**config.mk**
```make
export PLATFORM = sky130hd
export DESIGN_NAME = moving_dot_led_renderer_unit
export DESIGN_NICKNAME = d
export VERILOG_FILES = /design/src/mdl_pkg.sv /design/src/mdl_div.sv /design/src/mdl_ctrl.sv /design/src/mdl_dp.sv /design/src/moving_dot_led_renderer_unit.sv
export SDC_FILE = /design/constraint.sdc
export NUM_CORES = 2
export LEC_CHECK = 0
export BUFFER_PORTS_ARGS = -buffer_cell sky130_fd_sc_hd__buf_2
export CAP_MARGIN = 20
export CORE_AREA = 2 2 303 305
export CTS_CLUSTER_DIAMETER = 150
export DETAILED_ROUTE_END_ITERATION = 7
export DIE_AREA = 0 0 305 307
export PLACE_DENSITY_LB_ADDON = 0.1
export SETUP_SLACK_MARGIN = 0.4
export SLEW_MARGIN = 20
export SYNTH_ARGS = -nofsm -noshare
export SYNTH_HDL_FRONTEND = slang
export SYNTH_SLANG_ARGS = --single-unit
```
**constraint.sdc**
```tcl
create_clock -name clk -period 17.1 [get_ports clk]
set_input_delay 5.13 -clock clk [delete_from_list [all_inputs] [get_ports clk]]
set_output_delay 5.13 -clock clk [all_outputs]
set_load 0.05 [all_outputs]
```
**src/mdl_pkg.sv**
```systemverilog
// Shared types, constants and a helper function for the moving dot renderer.
package mdl_pkg;

  localparam int MAX_DOTS = 4;
  localparam int MAX_TAIL = 14;
  localparam int DOT_W    = (MAX_DOTS > 1) ? $clog2(MAX_DOTS) : 1;

  // configuration register indexes
  typedef enum logic [2:0] {
    REG_HALF_LENGTH  = 3'd0,
    REG_TAIL_WIDTH   = 3'd1,
    REG_MOVE_PERIOD  = 3'd2,
    REG_COLOR_PERIOD = 3'd3,
    REG_DOT_COUNT    = 3'd4,
    REG_BASE_HUE     = 3'd5,
    REG_STRIP_MASK   = 3'd6,
    REG_ORIGIN_TIME  = 3'd7
  } cfg_reg_t;

  // divide jobs run on the shared divider
  typedef enum logic [2:0] {
    J_EMODC, // elapsed mod color period
    J_HUE,   // hue from color phase
    J_HC,    // hue change per LED
    J_EMODD, // elapsed mod move period
    J_CEN,   // head position
    J_SPC,   // copy spacing
    J_TAIL   // tail distance over tail width
  } div_job_t;

  typedef enum logic [3:0] {
    S_IDLE,
    S_DIV_GO,
    S_DIV_WAIT,
    S_PM_INIT,
    S_DIST,
    S_COEF,
    S_BRIGHT,
    S_CMUL,
    S_COUT,
    S_WAIT
  } state_t;

  typedef struct packed {
    logic     load;
    logic     div_go;
    logic     div_cap;
    div_job_t job;
    logic     pm_step;
    logic     pix_dist;
    logic     pix_coef;
    logic     pix_bright;
    logic     cp_mul;
    logic     cp_out;
    logic     cp_next;
    logic     pos_next;
  } dp_cmd_t;

  typedef struct packed {
    logic div_done;
    logic c_zero;
    logic pm_ready;
    logic cp_last;
    logic pos_head;
  } dp_stat_t;

  // x mod 255 for x below 1020
  function automatic logic [7:0] mod255(input logic [9:0] x);
    logic [9:0] r;
    begin
      if (x >= 10'd765) r = x - 10'd765;
      else if (x >= 10'd510) r = x - 10'd510;
      else if (x >= 10'd255) r = x - 10'd255;
      else r = x;
      return r[7:0];
    end
  endfunction

endpackage

```
**src/mdl_div.sv**
```systemverilog
// Restoring divider, one quotient bit per cycle, 32-bit dividend and 24-bit divisor.
module mdl_div (
  input  logic        clk,
  input  logic        rst_n,
  input  logic        start,
  input  logic [31:0] dvd,
  input  logic [23:0] dvs,
  output logic        done,
  output logic [31:0] quot,
  output logic [23:0] rem
);
  logic [31:0] q_r, q_nxt;
  logic [23:0] rem_r, rem_nxt;
  logic [23:0] dvs_r;
  logic [4:0]  cnt_r;
  logic        busy_r, done_r;
  logic [24:0] shifted, trial;

  // one restoring step
  always_comb begin
    shifted = {rem_r, q_r[31]};
    trial   = shifted - {1'b0, dvs_r};
    if (!trial[24]) begin
      rem_nxt = trial[23:0];
      q_nxt   = {q_r[30:0], 1'b1};
    end else begin
      rem_nxt = shifted[23:0];
      q_nxt   = {q_r[30:0], 1'b0};
    end
  end

  // control
  always_ff @(posedge clk) begin
    if (!rst_n) begin
      busy_r <= 1'b0;
      done_r <= 1'b0;
      cnt_r  <= '0;
    end else begin
      done_r <= 1'b0;
      if (start) begin
        busy_r <= 1'b1;
        cnt_r  <= '0;
      end else if (busy_r) begin
        cnt_r <= cnt_r + 5'd1;
        if (cnt_r == 5'd31) begin
          busy_r <= 1'b0;
          done_r <= 1'b1;
        end
      end
    end
  end

  // operands and partial results
  always_ff @(posedge clk) begin
    if (start) begin
      q_r   <= dvd;
      rem_r <= '0;
      dvs_r <= dvs;
    end else if (busy_r) begin
      q_r   <= q_nxt;
      rem_r <= rem_nxt;
    end
  end

  assign done = done_r;
  assign quot = q_r;
  assign rem  = rem_r;
endmodule

```
**src/mdl_ctrl.sv**
```systemverilog
// Controller state machine sequencing divides, tail positions and dot copies.
module mdl_ctrl (
  input  logic             clk,
  input  logic             rst_n,
  input  logic             in_valid,
  output logic             in_ready,
  output logic             out_valid,
  input  logic             out_ready,
  input  mdl_pkg::dp_stat_t st,
  output mdl_pkg::dp_cmd_t  cmd
);
  import mdl_pkg::*;

  state_t   state_r, state_nxt;
  div_job_t job_r, job_nxt;

  // state and job registers
  always_ff @(posedge clk) begin
    if (!rst_n) begin
      state_r <= S_IDLE;
      job_r   <= J_EMODC;
    end else begin
      state_r <= state_nxt;
      job_r   <= job_nxt;
    end
  end

  // next state
  always_comb begin
    state_nxt = state_r;
    job_nxt   = job_r;
    unique case (state_r)
      S_IDLE: begin
        if (in_valid) begin
          state_nxt = S_DIV_GO;
          job_nxt   = st.c_zero ? J_EMODD : J_EMODC;
        end
      end
      S_DIV_GO: state_nxt = S_DIV_WAIT;
      S_DIV_WAIT: begin
        if (st.div_done) begin
          unique case (job_r)
            J_EMODC: begin job_nxt = J_HUE;   state_nxt = S_DIV_GO; end
            J_HUE:   begin job_nxt = J_HC;    state_nxt = S_DIV_GO; end
            J_HC:    begin job_nxt = J_EMODD; state_nxt = S_DIV_GO; end
            J_EMODD: begin job_nxt = J_CEN;   state_nxt = S_DIV_GO; end
            J_CEN:   begin job_nxt = J_SPC;   state_nxt = S_DIV_GO; end
            J_SPC:   state_nxt = S_PM_INIT;
            J_TAIL:  state_nxt = S_COEF;
            default: state_nxt = S_IDLE;
          endcase
        end
      end
      S_PM_INIT: if (st.pm_ready) state_nxt = S_DIST;
      S_DIST: begin
        state_nxt = S_DIV_GO;
        job_nxt   = J_TAIL;
      end
      S_COEF:   state_nxt = S_BRIGHT;
      S_BRIGHT: state_nxt = S_CMUL;
      S_CMUL:   state_nxt = S_COUT;
      S_COUT:   state_nxt = S_WAIT;
      S_WAIT: begin
        if (out_ready) begin
          if (!st.cp_last) state_nxt = S_CMUL;
          else if (st.pos_head) state_nxt = S_IDLE;
          else state_nxt = S_DIST;
        end
      end
      default: state_nxt = S_IDLE;
    endcase
  end

  // outputs
  always_comb begin
    cmd            = '0;
    cmd.job        = job_r;
    in_ready       = (state_r == S_IDLE);
    out_valid      = (state_r == S_WAIT);
    unique case (state_r)
      S_IDLE:     cmd.load = in_valid;
      S_DIV_GO:   cmd.div_go = 1'b1;
      S_DIV_WAIT: cmd.div_cap = 1'b1;
      S_PM_INIT:  cmd.pm_step = !st.pm_ready;
      S_DIST:     cmd.pix_dist = 1'b1;
      S_COEF:     cmd.pix_coef = 1'b1;
      S_BRIGHT:   cmd.pix_bright = 1'b1;
      S_CMUL:     cmd.cp_mul = 1'b1;
      S_COUT:     cmd.cp_out = 1'b1;
      S_WAIT: begin
        cmd.cp_next  = out_ready && !st.cp_last;
        cmd.pos_next = out_ready && st.cp_last && !st.pos_head;
      end
      default: ;
    endcase
  end
endmodule

```
**src/mdl_dp.sv**
```systemverilog
// Datapath: configuration registers, shared divider, position, hue and brightness math.
module mdl_dp (
  input  logic             clk,
  input  logic             rst_n,
  input  logic             cfg_wr_en,
  input  logic [2:0]       cfg_index,
  input  logic [31:0]      cfg_data,
  input  logic [31:0]      in_now,
  input  mdl_pkg::dp_cmd_t  cmd,
  output mdl_pkg::dp_stat_t st,
  output logic [7:0]       out_led_index,
  output logic [7:0]       out_pixel_hue,
  output logic [7:0]       out_brightness,
  output logic             out_write_upper,
  output logic             out_write_lower,
  output logic             out_last
);
  import mdl_pkg::*;

  // configuration
  logic [7:0]  half_length_r, base_hue_r;
  logic [3:0]  tail_width_r;
  logic [15:0] move_period_r, color_period_r;
  logic [2:0]  dot_count_r;
  logic [1:0]  strip_mask_r;
  logic [31:0] origin_time_r;

  // per item state
  logic [31:0] e_r, hc_r;
  logic [15:0] rc_r, rd_r;
  logic [7:0]  hue_r, spc_r, pm_r, hpos_r, bright_r, sub_r, off_r, oh_r;
  logic [16:0] cen_r;
  logic signed [10:0] pos_r;
  logic [3:0]  cnt_r;
  logic [11:0] dist_r, q_r;
  logic [8:0]  coeff_r;
  logic        head_r;
  logic [DOT_W-1:0] i_r;

  // divider
  logic        div_done;
  logic [31:0] div_dvd, div_quot;
  logic [23:0] div_dvs, div_rem;

  // clamped settings and helpers
  logic [7:0]  m_c;
  logic [15:0] d_c;
  logic [3:0]  w_c;
  logic [2:0]  n_c;
  logic [23:0] cm_c, rdm_c, hue_num_c;
  logic [9:0]  head_c;
  logic [17:0] cen_up_c;
  logic signed [19:0] cen_s, pos_s, diff_s, adiff_s;
  logic [43:0] hd_prod;
  logic [39:0] oh_prod;
  logic [17:0] sq_c;
  logic [25:0] b_c;
  logic [9:0]  hsum_c, osum_c;
  logic [8:0]  idx_c;
  logic [10:0] pos0_c;

  always_ff @(posedge clk) begin
    if (!rst_n) begin
      half_length_r  <= 8'd32;
      tail_width_r   <= 4'd10;
      move_period_r  <= 16'd10;
      color_period_r <= 16'd15;
      dot_count_r    <= 3'd1;
      base_hue_r     <= 8'd0;
      strip_mask_r   <= 2'd3;
      origin_time_r  <= 32'd0;
    end else if (cfg_wr_en) begin
      unique case (cfg_reg_t'(cfg_index))
        REG_HALF_LENGTH:  half_length_r  <= cfg_data[7:0];
        REG_TAIL_WIDTH:   tail_width_r   <= cfg_data[3:0];
        REG_MOVE_PERIOD:  move_period_r  <= cfg_data[15:0];
        REG_COLOR_PERIOD: color_period_r <= cfg_data[15:0];
        REG_DOT_COUNT:    dot_count_r    <= cfg_data[2:0];
        REG_BASE_HUE:     base_hue_r     <= cfg_data[7:0];
        REG_STRIP_MASK:   strip_mask_r   <= cfg_data[1:0];
        REG_ORIGIN_TIME:  origin_time_r  <= cfg_data;
        default: ;
      endcase
    end
  end

  // out-of-range settings fall back to the nearest legal value
  always_comb begin
    m_c = (half_length_r == 8'd0) ? 8'd1 : half_length_r;
    d_c = (move_period_r == 16'd0) ? 16'd1 : move_period_r;
    if (tail_width_r == 4'd0) w_c = 4'd1;
    else if (tail_width_r > 4'(MAX_TAIL)) w_c = 4'(MAX_TAIL);
    else w_c = tail_width_r;
    if (dot_count_r == 3'd0) n_c = 3'd1;
    else if (dot_count_r > 3'(MAX_DOTS)) n_c = 3'(MAX_DOTS);
    else n_c = dot_count_r;
  end

  assign cm_c      = color_period_r * m_c;
  assign rdm_c     = rd_r * m_c;
  assign hue_num_c = {rc_r, 8'd0} - {8'd0, rc_r};

  // divider operand select
  always_comb begin
    div_dvd = e_r;
    div_dvs = 24'd1;
    case (cmd.job)
      J_EMODC: begin div_dvd = e_r; div_dvs = {8'd0, color_period_r}; end
      J_HUE:   begin div_dvd = {8'd0, hue_num_c}; div_dvs = {8'd0, color_period_r}; end
      J_HC:    begin
        div_dvd = {d_c, 16'd0} - {8'd0, d_c, 8'd0};
        div_dvs = cm_c;
      end
      J_EMODD: begin div_dvd = e_r; div_dvs = {8'd0, d_c}; end
      J_CEN:   begin div_dvd = {rdm_c, 8'd0}; div_dvs = {8'd0, d_c}; end
      J_SPC:   begin div_dvd = {24'd0, m_c}; div_dvs = {21'd0, n_c}; end
      J_TAIL:  begin div_dvd = {20'd0, dist_r}; div_dvs = {20'd0, w_c}; end
      default: ;
    endcase
  end

  mdl_div u_div (
    .clk   (clk),
    .rst_n (rst_n),
    .start (cmd.div_go),
    .dvd   (div_dvd),
    .dvs   (div_dvs),
    .done  (div_done),
    .quot  (div_quot),
    .rem   (div_rem)
  );

  // pixel math
  always_comb begin
    cen_up_c = {1'b0, cen_r} + 18'd255;
    head_c   = cen_up_c[17:8];
    cen_s    = {3'd0, cen_r};
    pos_s    = {pos_r[10], pos_r, 8'd0};
    diff_s   = cen_s - pos_s;
    adiff_s  = diff_s[19] ? -diff_s : diff_s;
    hd_prod  = hc_r * dist_r;
    oh_prod  = hc_r * off_r;
    sq_c     = coeff_r * coeff_r;
    b_c      = {sq_c, 8'd0} - {8'd0, sq_c};
    hsum_c   = {2'd0, hue_r} + 10'd510 - {2'd0, sub_r};
    osum_c   = {2'd0, hpos_r} + {2'd0, oh_r};
    idx_c    = {1'b0, pm_r} + {1'b0, off_r};
    pos0_c   = {3'd0, div_quot[15:8]} + {3'd0, m_c} - {7'd0, w_c};
  end

  // per item registers
  always_ff @(posedge clk) begin
    if (cmd.load) begin
      e_r   <= in_now - origin_time_r;
      hue_r <= base_hue_r;
      hc_r  <= '0;
    end
    if (cmd.div_cap && div_done) begin
      case (cmd.job)
        J_EMODC: rc_r <= div_rem[15:0];
        J_HUE:   hue_r <= div_quot[7:0];
        J_HC:    hc_r <= div_quot;
        J_EMODD: rd_r <= div_rem[15:0];
        J_CEN: begin
          cen_r <= {1'b0, div_quot[15:0]} + {1'b0, m_c, 8'd0};
          pm_r  <= div_quot[15:8];
          pos_r <= $signed(pos0_c);
          cnt_r <= w_c;
        end
        J_SPC:   spc_r <= div_quot[7:0];
        J_TAIL:  q_r <= div_quot[11:0];
        default: ;
      endcase
    end
    // walk the tail start back, wrapping within the half strip
    if (cmd.pm_step) begin
      pm_r  <= (pm_r == 8'd0) ? m_c - 8'd1 : pm_r - 8'd1;
      cnt_r <= cnt_r - 4'd1;
    end
    if (cmd.pix_dist) begin
      dist_r <= adiff_s[11:0];
      head_r <= (pos_r == $signed({1'b0, head_c}));
    end
    if (cmd.pix_coef) begin
      if (head_r) coeff_r <= (dist_r >= 12'd256) ? 9'd0 : 9'd256 - dist_r[8:0];
      else coeff_r <= (q_r >= 12'd256) ? 9'd0 : 9'd256 - q_r[8:0];
      sub_r <= hd_prod[23:16];
    end
    if (cmd.pix_bright) begin
      bright_r <= b_c[23:16];
      hpos_r   <= head_r ? hue_r : mod255(hsum_c);
      off_r    <= '0;
      i_r      <= '0;
    end
    if (cmd.cp_mul) oh_r <= oh_prod[15:8];
    if (cmd.cp_out) begin
      out_led_index   <= (idx_c >= {1'b0, m_c}) ? 8'(idx_c - {1'b0, m_c}) : idx_c[7:0];
      out_pixel_hue   <= mod255(osum_c);
      out_brightness  <= bright_r;
      out_write_upper <= strip_mask_r[0];
      out_write_lower <= strip_mask_r[1];
      out_last        <= head_r && st.cp_last;
    end
    if (cmd.cp_next) begin
      off_r <= off_r + spc_r;
      i_r   <= i_r + 1'b1;
    end
    if (cmd.pos_next) begin
      pos_r <= pos_r + 11'sd1;
      pm_r  <= (pm_r == m_c - 8'd1) ? 8'd0 : pm_r + 8'd1;
    end
  end

  // status
  always_comb begin
    st.div_done = div_done;
    st.c_zero   = (color_period_r == 16'd0);
    st.pm_ready = (cnt_r == 4'd0);
    st.cp_last  = ({{(3 - DOT_W){1'b0}}, i_r} == n_c - 3'd1);
    st.pos_head = head_r;
  end
endmodule

```
**src/moving_dot_led_renderer_unit.sv**
```systemverilog
// Sequence: 6 divides per item (3 with color cycling off), then the tail start is placed,
// then per LED position one tail divide and one output write per dot copy, with output
// stalls holding the sequence.
// Throughput: one item at a time; the next time value is taken after the last write.
// Reset: synchronous active-low rst_n returns control to idle and configuration registers to defaults.
module moving_dot_led_renderer_unit (
  input  logic        clk,
  input  logic        rst_n,
  input  logic        cfg_wr_en,
  input  logic [2:0]  cfg_index,
  input  logic [31:0] cfg_data,
  input  logic        in_valid,
  output logic        in_ready,
  input  logic [31:0] in_now,
  output logic        out_valid,
  input  logic        out_ready,
  output logic [7:0]  out_led_index,
  output logic [7:0]  out_pixel_hue,
  output logic [7:0]  out_brightness,
  output logic        out_write_upper,
  output logic        out_write_lower,
  output logic        out_last
);
  import mdl_pkg::*;

  dp_cmd_t  cmd;
  dp_stat_t st;

  mdl_ctrl u_ctrl (
    .clk       (clk),
    .rst_n     (rst_n),
    .in_valid  (in_valid),
    .in_ready  (in_ready),
    .out_valid (out_valid),
    .out_ready (out_ready),
    .st        (st),
    .cmd       (cmd)
  );

  mdl_dp u_dp (
    .clk             (clk),
    .rst_n           (rst_n),
    .cfg_wr_en       (cfg_wr_en),
    .cfg_index       (cfg_index),
    .cfg_data        (cfg_data),
    .in_now          (in_now),
    .cmd             (cmd),
    .st              (st),
    .out_led_index   (out_led_index),
    .out_pixel_hue   (out_pixel_hue),
    .out_brightness  (out_brightness),
    .out_write_upper (out_write_upper),
    .out_write_lower (out_write_lower),
    .out_last        (out_last)
  );
endmodule

```
==> run_results.csv <==
group,metric,value,unit
outcome,outcome,"completed",
place,placed_cell_area,0.0465,mm^2
clock_network,clockRootBuffer,"clkbuf_16",
synth,syn-cell-area,0.0450,mm^2
place,gp_congestion,0.936,
worst_setup_path,worst_path_largest_cell_delay,0.68,ns
synth,synth_warnings,0,
place,dp_hpwl,98.2,mm
clock_network,cts_tree,"built",
worst_setup_path,cp_max_fo,4,
detailed_routing,drt_iter0_markers,2609,
worst_setup_path,end_kind,"flip-flop",
worst_setup_path,crit_arrival,8.16,ns
global_routing,grt_pass1_wl,205,mm
sta,period_minus_slack,7.67,ns
clock_network,post_cts.repair.setup_buffers,0,
sta,setup_tns,0,ns
floorplan,die_x,305,um
flow_run,cap_violations,0,
synth,synth_top_cell_by_area,"fa_1",
place,dp_cells,6164,
sta,rsz0062_at_grt,"false",
detailed_routing,dr_total_vias,35300,
sta,hold_violations,0,
finish,instances_no_fill,6270,
detailed_routing,via_per_inst,5.64,
synth,synth.most_common_cell,"inv_1",
global_routing,grt_usage,28.2,%
synth,synthFlopType,"edfxtp_1",
clock_network,clkTransAtPathRegs,0.06,ns
detailed_routing,drt_drc_violations_left,0,
sta,fin_skew,0.0224,ns
worst_setup_path,crit_type,"in -> reg",
floorplan,die_h,307,um
floorplan,rows,111,
finish,drive_gt1_share,6.44,%
global_routing,first_global_vias,35000,
clock_network,clock_latency,0.64,ns
global_routing,grt_overflow,0,
worst_setup_path,cp_common_cell,"o21ai_0",
floorplan,die_area,0.0936,mm^2
power_and_ir_drop,static-leakage-power,21.2,nW
detailed_routing,antenna_left,0,
synth,syn_nets,5912,
place,pre_cts_slack,8.87,ns
sta,max_freq,130,MHz
synth,ys_seq_elements,430,
global_routing,antenna_found_initial,3,
power_and_ir_drop,power.density,76.2,mW/mm^2
floorplan,start_util,49.6,%
clock_network,cts.sinks,430,
detailed_routing,routed_wl,130,mm
place,port_buffers,100,
floorplan,fp.coreArea,0.0907,mm^2
sta,drv_slew,0,
finish,fin_nets,5885,
sta,fin_ws,9.43,ns
hold_path,holdCritPathClass,"reg -> reg",
synth,synth_top_area_share,19.1,%
worst_setup_path,crit_chain,"buf_2 -> inv_1 -> ha_1 -> fa_1 -> nor2b_1 -> o2111ai_1 -> a311oi_1 -> o21ai_0 -> a21boi_0 -> o21ai_0 -> a21boi_0 -> o21ai_0 -> a21oi_1",
global_routing,grt_max_degree,96,
synth,synthTopCellsByCount,"inv_1, nand2_1, fa_1, ha_1, and2_1",
worst_setup_path,crit_slowest_cell,"a311oi_1",
clock_network,hold_buffers,0,
synth,synth_edf_count,271,
clock_network,cts_buffers,54,
floorplan,io_pins,101,
clock_network,clock_path_buffers,3,
finish,syn_to_final_growth,7.54,%
power_and_ir_drop,vdd_drop_max,0.0000793,V
finish,fin_area,0.0483,mm^2
detailed_routing,drtPass1Iterations,5,
worst_setup_path,critPathRequiredTime,17.59,ns
clock_network,h-tree-depth,2,
synth,synth_area_leaders,"fa_1, edfxtp_1, ha_1",
synth,synthCells,5062,
synth,synth_cell_types,99,
worst_setup_path,start_kind,"input pin",
synth,synth-async-reset-ratio,0,%
synth,avgSynthCellArea,8.88,um^2
synth,ys_seq_area_share,25.2,%
sta,final-setup-viol-count,0,
sta,max-slew-margin-rel,25.9,%
sta,fin_crit_sh,44.8,%
clock_network,cts_resized,0,
detailed_routing,wl_per_cell,20.8,um
sta,tightest_slew,1.11,ns
## placed cells by master, fill, tap and decap left out, types with 52 or more instances in the layout
| cell type | n |
|---|---|
| a21boi_0 | 86 |
| xnor2_1 | 189 |
| nor3_1 | 85 |
| a21oi_1 | 187 |
| buf_2 | 99 |
| dfxtp_1 | 156 |
| nor2_1 | 255 |
| edfxtp_1 | 271 |
| nand2_1 | 683 |
| nor2b_1 | 52 |
| a21o_1 | 65 |
| fa_1 | 429 |
| ha_1 | 349 |
| inv_1 | 687 |
| buf_4 | 62 |
| nand3_1 | 76 |
| clkbuf_16 | 55 |
| and2_1 | 341 |
| o21ai_0 | 180 |
| xor2_1 | 100 |
## state kept, by name, indices dropped and copies added, names as in the netlist, 9 cells and up
name and cells:
u_dp.rd_r 16, u_dp.e_r 32, u_dp.cen_r 17, u_dp.u_div.dvs_r 24, u_dp.u_div.rem 24, u_dp.u_div.quot 32
u_dp.rc_r 16, u_dp.coeff_r 9, u_dp.q_r 12, u_dp.origin_time_r 32, u_dp.pos_r 11, u_dp.hc_r 24
u_dp.dist_r 12, u_dp.move_period_r 16, u_dp.color_period_r 16
## stage by stage
step | hold WS [ns] | utilization (%) | total power [mW]
2_1_floorplan | 0.400 | - | 2.15
3_3_place_gp | 0.402 | 51.3 | 2.50
3_5_place_dp | 0.407 | 51.3 | 2.50
4_1_cts | 0.421 | 53.3 | 3.70
5_1_grt | 0.427 | 53.3 | 3.87
6_report | 0.419 | 53.3 | 3.68
## critical path, delay by kind of cell
kind	cells	cell delay, ns
buffers and inverters	2	0.17
and+or+nand+nor	1	0.19
AOI/OAI and AO/OA	8	2.02
adders and majority gates	2	0.65
## layer usage
metal	vias up	part of all wire (%)	global-route usage, %
met5	-	0	0
met4	0	3.7	9.92
met3	197	5.1	2.65
met2	917	47	47.2
met1	17600	44	38.2
li1	16700	-	-
## kinds of logic after synthesis
kind of cell | synth area share [%]
xor gates and xnor gates | 5.63
muxes | 1.30
and+or+nand+nor | 18.2
buffers and inverters | 7.88
adders and majority gates | 28.8
AOI/OAI and AO/OA | 13.0
DFF | 25.2
## cell type report
| class | instances | area [um^2] |
|---|---|---|
| Timing Repair Buffer | 162 | 988 |
| Clock inverter | 38 | 375 |
| Sequential cell | 430 | 11300 |
| Antenna cell | 3 | 7.51 |
| Clock buffer | 64 | 1440 |
| Multi-Input combinational cell | 3697 | 30100 |
| Inverter | 690 | 2590 |
| Fill cell | 8485 | 42300 |
| Tap cell | 1186 | 1480 |
## worst paths after layout
| check | start | endpoint | slack (ns) | depth (start not counted) |
|---|---|---|---|---|
| max | in_now[0] | u_dp.e_r[14] | 9.43 | 13 |
| min reg2reg | u_dp.bright_r[1] | u_dp.out_brightness[1] | 0.42 | 0 |
| max reg2reg | u_dp.coeff_r[6] | u_dp.bright_r[3] | 10.25 | 23 |
| min | u_dp.bright_r[1] | u_dp.out_brightness[1] | 0.42 | 0 |
## where the power goes
group / internal, mW / leakage, nW / switching (mW) / total (mW)
Sequential: 1.25 / 3.77 / 0.149 / 1.40
Combinational: 0.429 / 16.5 / 0.666 / 1.10
Clock: 0.683 / 0.884 / 0.504 / 1.19
Power figures use the tool's default switching activity.
